--- src/rtl/fvmcc_pkg.sv ---
// Shared types, codes and fixed-point helpers for the face convection block.
package fvmcc_pkg;

    // Boundary condition codes
    localparam logic [2:0] BC_NONE      = 3'd0;
    localparam logic [2:0] BC_DIRICHLET = 3'd1;
    localparam logic [2:0] BC_NEUMANN   = 3'd2;
    localparam logic [2:0] BC_MIXED     = 3'd3;
    localparam logic [2:0] BC_EMPTY     = 3'd4;

    // Register indexes on the configuration port
    localparam logic [1:0] REG_SCHEME = 2'd0;
    localparam logic [1:0] REG_VEL_X  = 2'd1;
    localparam logic [1:0] REG_VEL_Y  = 2'd2;
    localparam logic [1:0] REG_VEL_Z  = 2'd3;

    localparam int QUEUE_DEPTH = 4;
    localparam int QUEUE_AW    = 2;

    // Operation chosen by the front end for one face
    typedef enum logic [2:0] {
        OP_CENTRAL,
        OP_UPWIND,
        OP_DIRICHLET,
        OP_NEUMANN,
        OP_NOTHING
    } face_op_t;

    // Classified face word passed from front to back
    typedef struct packed {
        face_op_t           op;
        logic [15:0]        owner;
        logic [15:0]        neighbour;
        logic               bnd;
        logic signed [31:0] flux;
        logic [16:0]        fx;
        logic [30:0]        delta;
        logic signed [31:0] bval;
    } face_word_t;

    // Queue status travelling between the queue and the top level
    typedef struct packed {
        logic empty;
        logic almost_full;
    } queue_status_t;

    // Saturate a wide signed value to 32 bits
    function automatic logic signed [31:0] sat32(input logic signed [67:0] x);
        if (x > 68'sh0_7FFF_FFFF)
            sat32 = 32'sh7FFF_FFFF;
        else if (x < -68'sh0_8000_0000)
            sat32 = 32'sh8000_0000;
        else
            sat32 = x[31:0];
    endfunction

endpackage

--- src/rtl/fvmcc_queue.sv ---
// Short queue between the front and back ends.
module fvmcc_queue (
    input  logic                       clk,
    input  logic                       rst_n,
    input  logic                       push,
    input  fvmcc_pkg::face_word_t      push_word,
    input  logic                       pop,
    output fvmcc_pkg::face_word_t      head_word,
    output fvmcc_pkg::queue_status_t   status
);

    fvmcc_pkg::face_word_t          mem [fvmcc_pkg::QUEUE_DEPTH];
    logic [fvmcc_pkg::QUEUE_AW-1:0] wp_reg, rp_reg;
    logic [fvmcc_pkg::QUEUE_AW:0]   cnt_reg;
    logic                           do_pop;

    assign do_pop    = pop && (cnt_reg != '0);
    assign head_word = mem[rp_reg];
    assign status.empty       = (cnt_reg == '0);
    assign status.almost_full = (cnt_reg >= (fvmcc_pkg::QUEUE_AW+1)'(fvmcc_pkg::QUEUE_DEPTH - 1));

    always_ff @(posedge clk)
    begin
        if (push)
            mem[wp_reg] <= push_word;
    end

    always_ff @(posedge clk or negedge rst_n)
    begin
        if (!rst_n)
        begin
            wp_reg  <= '0;
            rp_reg  <= '0;
            cnt_reg <= '0;
        end
        else
        begin
            if (push)
                wp_reg <= wp_reg + 1'b1;
            if (do_pop)
                rp_reg <= rp_reg + 1'b1;
            cnt_reg <= cnt_reg + (fvmcc_pkg::QUEUE_AW+1)'(push)
                     - (fvmcc_pkg::QUEUE_AW+1)'(do_pop);
        end
    end

endmodule

--- config.mk ---
export PLATFORM = sky130hd
export DESIGN_NAME = fvmcc_queue
export DESIGN_NICKNAME = d
export VERILOG_FILES = /design/src/rtl/fvmcc_pkg.sv /design/src/rtl/fvmcc_queue.sv
export SDC_FILE = /design/constraint.sdc
export NUM_CORES = 1
export LEC_CHECK = 0
export BUFFER_PORTS_ARGS = -buffer_cell sky130_fd_sc_hd__buf_2
export CORE_ASPECT_RATIO = 0.6
export CORE_MARGIN = 4
export CORE_UTILIZATION = 40
export DETAILED_ROUTE_END_ITERATION = 10
export HOLD_SLACK_MARGIN = 0.06
export PLACE_DENSITY = 0.67
export SETUP_SLACK_MARGIN = 0.4
export SLEW_MARGIN = 5
export SYNTH_ARGS = -nofsm -noshare
export SYNTH_HDL_FRONTEND = slang
export SYNTH_SLANG_ARGS = --single-unit
--- constraint.sdc ---
create_clock -name clk -period 5.36 [get_ports clk]
set_clock_uncertainty 0.05 [all_clocks]
set_input_delay 1.072 -clock clk [delete_from_list [all_inputs] [get_ports clk]]
set_output_delay 1.072 -clock clk [all_outputs]
set_load 0.005 [all_outputs]
==> summary by stage <==
Yosys
The register area share after synthesis is 0.825. The number of instances in the synthesized netlist is 812. The number of register bits inferred by synthesis is 599. The fraction of synthesis flops using an asynchronous set or reset pin is 0.0117. The synthesized design contains 592 enable-type register cells. The share of synthesized area in the top cell type comes to 0.817. The xor and xnor area share after synthesis is 0.00161. The synthesized net count is 972.

During synthesis, Yosys emitted a total of 0 warnings. Ranked by total cell area, the synthesized netlist is headed by sky130_fd_sc_hd__edfxtp_1 (82%), sky130_fd_sc_hd__mux4_2 (15%), sky130_fd_sc_hd__dfrtp_1 (0.81%). The dominant combinational cell family by area after synthesis is multiplexers. The number of distinct library cells after synthesis is 18. The library cell occupying the most area in the post-synthesis netlist is sky130_fd_sc_hd__edfxtp_1. The share of the synthesized area in compound gates (AO/OA/AOI/OAI) is 0.00121. The synthesized area per cell is 26.8 µm². The post-synthesis share of cell area spent on full adders, half adders and majority gates is 0.00495.

In the synthesized netlist the dominant register cell turns out to be sky130_fd_sc_hd__edfxtp_1. Of the total synthesized cell area, the portion taken by AND, OR, NAND and NOR gates is 0.00173. Sorting the synthesized cells by how often they occur yields sky130_fd_sc_hd__edfxtp_1 (592), sky130_fd_sc_hd__mux4_2 (148), sky130_fd_sc_hd__buf_2 (18). The most frequent cell after synthesis is sky130_fd_sc_hd__edfxtp_1. The cell area that synthesis handed to floorplanning was about 22000 µm². The multiplexer share of the synthesized area is 0.153.

Routing
The first routing iteration left slightly below 600 violations. The average wire per cell in the routed design is 22.4 µm. In the routed design, unresolved DRC markers number 0.

Summed over all layers, the routed wires come to around 43000 µm. The detailed-router iteration count before antenna repair is 4. The post-route antenna net violation count is 0. The number of vias in the routed layout is 9707. The post-detailed-route via-to-cell ratio is 5.10.

CTS
The quantity of gates resized following cts is 0. TritonCTS built the clock tree. The number of buffers inserted during clock tree synthesis is 54. The depth of the CTS H-tree is 2. The clock root buffer is sky130_fd_sc_hd__clkbuf_16.

The number of buffers inserted by hold repair at cts is 0. The clock net in this run drives a total of ~600 sinks. The clock passes through at most 3 buffers. Post-CTS timing repair inserted 0 buffers for setup. The CTS clock-pin slew for the worst setup and hold paths is 60 ps. The clock latency reported for the late side of the worst-skew pair is approximately 570 ps.

Die
The number of placement rows is 65. The x dimension of the die is 309 µm. The initial core utilization is 0.409. The die footprint is 58300 µm². The core area is between 50000 and 60000 µm². Measured along the y axis, the die boundary spans 189 µm. The number of I/O pins is slightly above 300.

Worst setup path
For this run, the slowest stage of the critical path takes roughly 1000 ps. The critical path goes through buf_4 > mux4_2 > buf_2. The required time at the endpoint of the critical path is 4240 ps. The endpoint kind of the worst setup timing path is an output pin. The worst setup path is of the flop to output pin kind. The startpoint kind of the worst setup timing path is a flop. The data arrival time of the critical path is roughly 2800 ps. Along the worst path, the maximum fanout reaches 43. The kind of cell with the highest combined delay along the critical path is flip-flops. The cell type of the slowest stage on the worst timing path is sky130_fd_sc_hd__dfrtp_4. The buffering stage count on the worst path with inverters included is 2.

STA
Setup violations remaining at the end of the flow were counted as 0. The final max-slew violation count is 0. The actual slew at the worst max-slew pin is 978 ps.

Setup total negative slack on the finished layout was measured at 0 ps. Across all hold checks on the routed design, the worst slack comes to about 280 ps. The final hold violation count is 0. Setup repair after global routing left no endpoint under its margin. Dividing the final minimum period by the clock period gives 0.733. The worst path needs 3930 ps of the cycle, external delays included. Static timing analysis puts the maximum clock frequency at ~250 MHz. The worst pin sits at a relative slew slack of 0.348.

Global routing
The number of antenna violations at the first check in global routing is 9. The global routing usage summed across all routing layers is 0.146. The most crowded layer after global routing is met2. The global-route congestion overflow total is 0.

The first global-routing pass estimated 64900 µm of wire. In the global route stage, met2 resource usage came out at 0.232. The number of global-route vias before repair is 10.4k. The global-route met3 utilization is 0.0519. The global routing usage on met1 is 0.199. The largest net degree at the start of global routing is 81.

Power
The static leakage is approximately 0.009 µW. The peak supply drop is 314 µV. The ratio of total power to cell area is ~540 nW/µm².

Placed design
Summed over all nets, the half-perimeter wirelength after detailed placement is 26200 µm. At the end of routability-driven placement, the weighted congestion stood at around 0.75. The count of buffers added on input and output ports is around 300.

Finish
The share of the core filled with cells in the final layout is 0.488. The register with the most flip-flops in the layout has 592 of them. After filler insertion, the fill cell instance count of the layout stands at 4305. After the last flow step, the layout net total stands at approximately 1.3k. The area growth from synthesis to layout is 19.2%. Of the cells placed in the final design, the portion with a size suffix greater than 1 is 0.462.

Status
The flow ran to the end, and the final reports show no timing, DRC or antenna violations.

Hold path
The path type of the worst min-delay path is input pin to async pin.

Run
Max-cap violations in this run came to 0.
layout by cell type (no fill, tap or decap), types with 4 or more instances in the layout:
| cell | Yosys | routed |
|---|---|---|
| sky130_fd_sc_hd__mux4_2 | 148 | 148 |
| sky130_fd_sc_hd__inv_1 | 8 | 8 |
| sky130_fd_sc_hd__ha_1 | 7 | 7 |
| sky130_fd_sc_hd__clkbuf_16 | 0 | 57 |
| sky130_fd_sc_hd__buf_12 | 0 | 8 |
| sky130_fd_sc_hd__bufinv_16 | 0 | 5 |
| sky130_fd_sc_hd__clkinv_1 | 0 | 10 |
| sky130_fd_sc_hd__dfrtp_1 | 7 | 5 |
| sky130_fd_sc_hd__and2_4 | 0 | 4 |
| sky130_fd_sc_hd__clkinvlp_4 | 0 | 4 |
| sky130_fd_sc_hd__buf_2 | 18 | 301 |
| sky130_fd_sc_hd__edfxtp_1 | 592 | 592 |
| sky130_fd_sc_hd__clkinv_2 | 0 | 7 |
| sky130_fd_sc_hd__buf_4 | 1 | 13 |
| sky130_fd_sc_hd__clkbuf_1 | 4 | 10 |
worst reg2reg max path, cell delays in order, from the launching register on:
cell and delay, ps:
sky130_fd_sc_hd__dfrtp_1 430, sky130_fd_sc_hd__inv_1 100, sky130_fd_sc_hd__ha_1 150, sky130_fd_sc_hd__and2_4 590, sky130_fd_sc_hd__buf_12 510
worst paths after layout:
kind | from | end | slack [ps] | depth (start not counted)
max in group asynchronous | rst_n | rp_reg[0] | 4790 | 1
min in group clk | wp_reg[0] | wp_reg[0] | 490 | 1
worst min-delay path | rst_n | cnt_reg[2] | 280 | 1
worst max-delay path | rp_reg[0] | head_word[82] | 1430 | 3
worst min register to register | wp_reg[0] | wp_reg[0] | 490 | 1
worst max register to register | wp_reg[0] | mem[2][128] | 3130 | 4
cell type report:
type                    count  area, µm²  area share
well taps                 703        880      0.0339
clock buffers              67       1460      0.0564
repair buffers            322       1760      0.0680
diodes                      3       7.51    0.000289
inverters                   8       30.0     0.00116
clock inverters            29        279      0.0108
multi-input cells         171       3550       0.137
flip-flops and latches    599      18000       0.693
per-stage QoR:
stage | instances | setup slack [ps] | area, µm² | power, µW
3_3_place_gp | 1803 | 1950 | 24200 | 10300
6_report | 1902 | 1430 | 25900 | 13900
2_1_floorplan | 812 | 1960 | 21800 | 8780
5_1_grt | 1899 | 1180 | 25900 | 14700
4_1_cts | 1899 | 1300 | 25900 | 14200
3_5_place_dp | 1803 | 1940 | 24200 | 10400
logic make-up after synthesis:
kind of cell,after synthesis
DFF,599
AOI/OAI and AO/OA,4
buffers and inverters,42
and+or+nand+nor,7
adders and majority gates,8
muxes,148
xor gates and xnor gates,4
power breakdown:
group	switching, µW	internal [µW]
logic	1790	1850
clock network	1610	2170
registers	394	6120
total	3800	10100
per-layer routing:
metal  vias to the layer above  part of all wire
li1                       4217                 -
met1                      5136              0.42
met2                       269              0.48
met3                        67             0.088
met4                        18             0.013
met5                         -            0.0027
No activity file was read; power rests on OpenSTA's default activity.
